## src/rtl/iira_pkg.sv

```systemverilog
// package: action codes, channel payloads and cell control for the indexed insert/remove array
`default_nettype none
package iira_pkg;

    localparam int CAPACITY_DEF   = 64;
    localparam int DATA_WIDTH_DEF = 32;

    localparam int ACTION_W = 3;
    localparam int POS_W    = 7;
    localparam int VALUE_W  = 32;
    localparam int COUNT_W  = 7;

    localparam logic [ACTION_W-1:0] ACT_PUSH   = 3'd0;
    localparam logic [ACTION_W-1:0] ACT_POP    = 3'd1;
    localparam logic [ACTION_W-1:0] ACT_INSERT = 3'd2;
    localparam logic [ACTION_W-1:0] ACT_REMOVE = 3'd3;
    localparam logic [ACTION_W-1:0] ACT_READ   = 3'd4;
    localparam logic [ACTION_W-1:0] ACT_CLEAR  = 3'd5;

    typedef struct packed {
        logic [ACTION_W-1:0] action;
        logic [POS_W-1:0]    position;
        logic [VALUE_W-1:0]  item_value;
    } t_req;

    typedef struct packed {
        logic [VALUE_W-1:0] read_value;
        logic [COUNT_W-1:0] count_after;
        logic               rejected;
    } t_rsp;

    typedef struct packed {
        logic push;
        logic ins;
        logic rem;
    } t_cell_op;

endpackage
`default_nettype wire

```

## src/rtl/iira_cell.sv

```systemverilog
// module: one storage cell of the array, loads a new value or a neighbor's entry
`default_nettype none
module iira_cell #(
    parameter int DATA_WIDTH = iira_pkg::DATA_WIDTH_DEF,
    parameter int CW         = 7,
    parameter int INDEX      = 0
) (
    input  logic                  i_clk,
    input  iira_pkg::t_cell_op    i_op,
    input  logic [CW-1:0]         i_pos,
    input  logic [CW-1:0]         i_cnt,
    input  logic [DATA_WIDTH-1:0] i_val,
    input  logic [DATA_WIDTH-1:0] i_left,
    input  logic [DATA_WIDTH-1:0] i_right,
    output logic [DATA_WIDTH-1:0] o_data
);
    import iira_pkg::*;

    localparam logic [CW-1:0] K  = CW'(INDEX);
    localparam logic [CW:0]   K1 = (CW + 1)'(INDEX + 1);

    logic [DATA_WIDTH-1:0] r_data;
    logic [DATA_WIDTH-1:0] n_data;
    logic                  load_new;
    logic                  load_left;
    logic                  load_right;

    assign load_new   = (i_op.push && i_cnt == K) || (i_op.ins && i_pos == K);
    assign load_left  = i_op.ins && K > i_pos && K <= i_cnt;
    assign load_right = i_op.rem && K >= i_pos && {1'b0, i_cnt} > K1;

    always_comb begin
        priority if (load_new) begin
            n_data = i_val;
        end else if (load_left) begin
            n_data = i_left;
        end else if (load_right) begin
            n_data = i_right;
        end else begin
            n_data = r_data;
        end
    end

    always_ff @(posedge i_clk) begin
        r_data <= n_data;
    end

    assign o_data = r_data;

endmodule
`default_nettype wire

```

## config.mk

```make
export PLATFORM = sky130hd
export DESIGN_NAME = iira_cell
export DESIGN_NICKNAME = d
export VERILOG_FILES = /design/src/rtl/iira_pkg.sv /design/src/rtl/iira_cell.sv
export SDC_FILE = /design/constraint.sdc
export NUM_CORES = 1
export LEC_CHECK = 0
export ABC_AREA = 1
export BUFFER_PORTS_ARGS = -buffer_cell sky130_fd_sc_hd__buf_4
export CAP_MARGIN = 15
export CORE_ASPECT_RATIO = 1.5
export CORE_MARGIN = 3
export CORE_UTILIZATION = 30
export CTS_BUF_LIST = sky130_fd_sc_hd__clkbuf_8
export CTS_CLUSTER_DIAMETER = 100
export DETAILED_ROUTE_END_ITERATION = 10
export PLACE_DENSITY_LB_ADDON = 0.2
export RECOVER_POWER = 100
export SKIP_CTS_REPAIR_TIMING = 1
export SLEW_MARGIN = 20
export SYNTH_ARGS = -nofsm -noshare
export SYNTH_HDL_FRONTEND = slang
export SYNTH_SLANG_ARGS = --single-unit
```

## constraint.sdc

```tcl
create_clock -name i_clk -period 2 [get_ports i_clk]
set_input_delay 0.1 -clock i_clk [delete_from_list [all_inputs] [get_ports i_clk]]
set_output_delay 0.1 -clock i_clk [all_outputs]
set_load 0.02 [all_outputs]
```

==> impl_metrics.ini, run 1 <==
[run_status]
status = finished clean

[finish]
final-seq-area_sq_um = 961
num-nets-final = 390
drive_gt1_share_pct = 35.1
diodes = 0
largest_register_ffs = 32
area_growth_pct = 56.3
multiInputGateArea_sq_um = 482
post-route-cell-area_sq_um = 2410
n_fill_cell = 526

[setup_path]
cp-start-kind = input pin
worstPathMaxFanout = 33
cp.required_ps = 2020
worstPathArrival_ps = 1480
worstSetupPathType = input pin to flop
endpoint_kind = flop

[power_and_ir_drop]
power_frac_seq_pct = 54.7
internal-power_mw = 1.10
p_sw_mw = 0.270
p_leak_nw = 1.12
power.total_mw = 1.37
ir_drop_mv = 0.295
comb_power_share_pct = 13.6
p_sw_share_pct = 19.7
clock_power_share_pct = 31.8
power_density_nw_per_um2 = 568

[sta]
hold_violations = 0
fmax_mhz = 687
hold_ws_ps = 88.3
finalMaxSlewViolations = 0
tightest_slew_ps = 679
fin_ws_ps = 545
finalCritPeriodShare_pct = 72.8
finalCriticalPeriod_ps = 1460
rsz0062_at_grt = no
max_slew_margin_pct = 54.8
finalSetupTns_ps = 0
setup_viol = 0

[synth]
syn_nets = 273
ys_ff_latch = 32
yosysTopAreaCell = edfxtp_1
synth_area_leaders = edfxtp_1, nand2_1, nand3_1, buf_6, nor2_2
synth_common_cells = nand2_1, nand3_1, edfxtp_1, inv_1, buf_2
syn_inst = 159
synth_flop_cell = edfxtp_1
synth_area_sq_um = 1540
synth_top_cell_area_share_pct = 62.3
yosys_warnings = 0
yosysMostFrequentCell = nand2_1
synthArstFlopShare_pct = 0
ys_types = 12
seq_area_frac_synth_pct = 62.3
synth_edf_count = 32
syn_avg_cell_area_sq_um = 9.70

[cts]
cts_sinks = 32
cts_root_buf = clkbuf_8
cts_buffers = 5
clkSlewWorstSetupHoldPaths_ps = 60
clockBufferDepth = 2
cts_tree = yes
htree_levels = 2

[place]
dpl_worst_slack_ps = 561
place_area_sq_um = 2470
io_buffers = 113
dpl.hpwl_um = 3350
gp_congestion = 0.751

[floorplan]
initial_core_util_pct = 31.6
std_cell_rows = 31
core_area_sq_um = 4890
ioPinCount = 146
die-height_um = 93.8
die_w_um = 64.6
fp.dieArea_sq_um = 6060

[routing]
drc = 0
ant_nets = 0
wl_per_cell_um = 12.9
firstDrtPassIters = 4
drtIter0Drc = 43
wirelength_um = 4410
vias = 1561
routed_via_density = 4.56

[global_routing]
grt_start_max_net_pins = 34
grt-ovfl-total = 0
gr-usage-all-layers_pct = 14.5
grt_pass1_wl_um = 6800
antenna_found_initial = 0
grt_pass1_vias = 1531

[hold_path]
holdPathStages = 3
hold_class = input pin to flop
min_from = i_val[4]
holdPathEnd = o_data[4]$_DFFE_PP_

[job]
cap_violations = 0
==> worst max-delay path by stage <==
stage              from              endpoint  slack, ps  cells past startpoint
2_1_floorplan  i_pos[2]   o_data[0]$_DFFE_PP_        150                      6
3_3_place_gp   i_pos[6]  o_data[19]$_DFFE_PP_        590                     10
3_5_place_dp   i_pos[2]   o_data[1]$_DFFE_PP_        560                     10
4_1_cts        i_pos[2]  o_data[20]$_DFFE_PP_        860                     10
5_1_grt        i_pos[2]  o_data[10]$_DFFE_PP_        380                     10
6_report       i_pos[2]  o_data[20]$_DFFE_PP_        540                     10
==> power by group through the flow <==
| stage | logic [mW] | registers [mW] | clock network [mW] |
|---|---|---|---|
| after floorplan | 0.0459 | 0.772 | 0 |
| after global placement | 0.191 | 0.763 | 0 |
| after detailed placement | 0.195 | 0.763 | 0 |
| after CTS | 0.195 | 0.749 | 0.460 |
| after global routing | 0.207 | 0.748 | 0.487 |
| final | 0.186 | 0.748 | 0.435 |
==> per-layer routing <==
layer	vias to the layer above	wire length [um]	global-route usage [%]
met5	-	0	0
met1	707	1640	15.1
met3	8	370	4.19
li1	764	-	-
met2	82	2320	26.6
met4	0	90	5.82
==> logic make-up after synthesis <==
kind of cell / count (synthesis) / synth area share [%]
AND/OR/NAND/NOR: 111 / 31.9
buffers and inverters: 16 / 5.84
flip-flops: 32 / 62.3
==> worst max-delay path, cell delays in order <==
cell and delay (ps):
buf_4 70, inv_1 30, nand2_1 60, nor2_2 40
nand3_1 100, clkbuf_2 560, nand2_1 140, buf_4 250
nand2_1 80, nand2_1 40
==> metrics by stage <==
step,utilization (%),instances
floorplan,-,159
global placement,50.6,335
detailed placement,50.6,335
CTS,52.2,342
global route,49.3,342
finish,49.3,342
==> area by class of cell <==
type                    count  share of cell area [%]
clock buffers               5                    2.85
clock inverters             2                   0.311
inverters                   7                    1.09
multi-input cells         111                    20.0
flip-flops and latches     32                    39.9
well taps                  66                    3.43
repair buffers            119                    32.5
==> cells in the final DEF (no fill, tap or decap) <==
master / Yosys / final
clkbuf_8: 0 / 5
clkinv_1: 0 / 2
clkbuf_1: 0 / 32
inv_1: 7 / 7
nor2_1: 1 / 2
clkbuf_2: 0 / 1
buf_4: 0 / 84
buf_12: 0 / 1
nand2_1: 67 / 68
nand4_1: 1 / 1
clkbuf_4: 0 / 1
nand3_1: 34 / 35
nor2_2: 5 / 4
nand4_2: 1 / 1
edfxtp_1: 32 / 32
No activity file was read; power rests on OpenSTA's default activity.
==> run 2, diff against run 1 <==
==> constraint.sdc (replaced) <==
create_clock -name i_clk -period 1.4 [get_ports i_clk]
set_input_delay 0.07 -clock i_clk [delete_from_list [all_inputs] [get_ports i_clk]]
set_output_delay 0.07 -clock i_clk [all_outputs]
set_load 0.02 [all_outputs]
==> run 2 against run 1 <==
Non-clock buffer count up 3; via count decreased by 2.8%; sequential power is 43% higher; critical path depth fell by 3; worst hold slack worse by 31 ps; highest routed layer unchanged; total power up 58%; sequential share of layout area fell by 1.3 points; final cell count increased by 1.2%.
==> impl_metrics.ini, run 2 (synthesis results as in run 1) <==
[finish]
final_common_cell = buf_4
area_growth_pct = 61.5
diodes = 0
post-route-cell-area_sq_um = 2490
postLayoutCoreUtil_pct = 51.0
final_cell_mix = buf_4, nand2_1, nand3_1
n_fill_cell = 521
largest_register_ffs = 32
num-nets-final = 393
drive_gt1_share_pct = 36.1
final_cells = 346

[routing]
drtIter0Drc = 81
wl_per_cell_um = 12.8
ant_nets = 0
wirelength_um = 4420
drc = 0
routed_via_density = 4.39
vias = 1518
firstDrtPassIters = 4

[sta]
finalSetupTns_ps = 0
finalCriticalPeriod_ps = 1070
rsz0062_at_grt = no
fmax_mhz = 934
finalMaxSlewViolations = 0
tightest_slew_ps = 307
max_slew_margin_pct = 79.6
setup_viol = 0
finalCritPeriodShare_pct = 76.5
hold_violations = 0

[setup_path]
cp.required_ps = 1380
worstSetupPathType = input pin to flop
endpoint_kind = flop
worstPathMaxFanout = 19
cp-start-kind = input pin
worstPathArrival_ps = 1050

[cts]
clkSlewWorstSetupHoldPaths_ps = 60
cts_tree = yes
cts_root_buf = clkbuf_8
cts_sinks = 32
htree_levels = 2
clockBufferDepth = 2
cts_buffers = 5

[floorplan]
die_w_um = 64.6
ioPinCount = 146
fp.dieArea_sq_um = 6060
std_cell_rows = 31
initial_core_util_pct = 31.6
core_area_sq_um = 4890
die-height_um = 93.8

[global_routing]
gr-usage-all-layers_pct = 14.6
antenna_found_initial = 0
grt_pass1_wl_um = 6680
grt_start_max_net_pins = 21
grt_pass1_vias = 1480
grt-ovfl-total = 0

[hold_path]
holdPathEnd = o_data[0]$_DFFE_PP_
hold_class = input pin to flop
holdPathStages = 3
min_from = i_val[0]

[place]
place_inst = 338
io_buffers = 113
gp_congestion = 0.731
dpl.hpwl_um = 3480
place_area_sq_um = 2530

[power_and_ir_drop]
power_density_nw_per_um2 = 868
p_leak_nw = 1.15
power.total_mw = 2.16
ir_drop_mv = 0.504

[run_status]
status = finished clean

[job]
cap_violations = 0
## run 2: cell count changes in the layout (fill, tap and decap cells not counted), sizes merged
cell	delta
clkbuf	-1
bufinv	+1
buf	+4
## run 2: worst max-delay path by stage
stage          startpoint                    to  cells after the start
3_5_place_dp     i_pos[6]  o_data[10]$_DFFE_PP_                      8
3_3_place_gp     i_cnt[2]   o_data[4]$_DFFE_PP_                      6
4_1_cts          i_pos[6]  o_data[29]$_DFFE_PP_                      8
5_1_grt          i_pos[6]  o_data[26]$_DFFE_PP_                      7
2_1_floorplan    i_pos[6]   o_data[0]$_DFFE_PP_                      6
6_report         i_pos[6]  o_data[19]$_DFFE_PP_                      7
## run 2: area by class of cell
class | count | area [sq um] | share of cell area (%)
flip-flops and latches | 32 | 961 | 38.6
repair buffers | 122 | 833 | 33.5
multi-input cells | 111 | 482 | 19.3
well taps | 66 | 82.6 | 3.31
clock buffers | 5 | 68.8 | 2.76
clock inverters | 3 | 37.5 | 1.51
inverters | 7 | 26.3 | 1.05
## run 2: layer usage
layer  up-vias  part of all wire, %  global-route usage (%)
met2        73                   54                    26.5
li1        774                    -                       -
met4         0                 0.75                    5.29
met5         -                    0                       0
met1       669                   38                    15.4
met3         2                  7.8                    4.91
## run 2: through the flow
stage / setup slack (ps) / hold WS (ps)
floorplan: 167 / 249
global placement: 176 / 333
detailed placement: 161 / 336
CTS: 458 / 44.0
global route: 247 / 53.2
finish: 330 / 56.8
## run 2: report_power, final
group,switching [mW],internal [mW]
registers,0.00226,1.07
clock network,0.310,0.517
logic,0.0872,0.179
total,0.399,1.76
## run 2: critical path, stage by stage
cell	delay [ps]
clkbuf_4	110
inv_1	40
nand2_1	50
nor2_1	140
nand3_1	180
nand3_1	260
buf_12	200
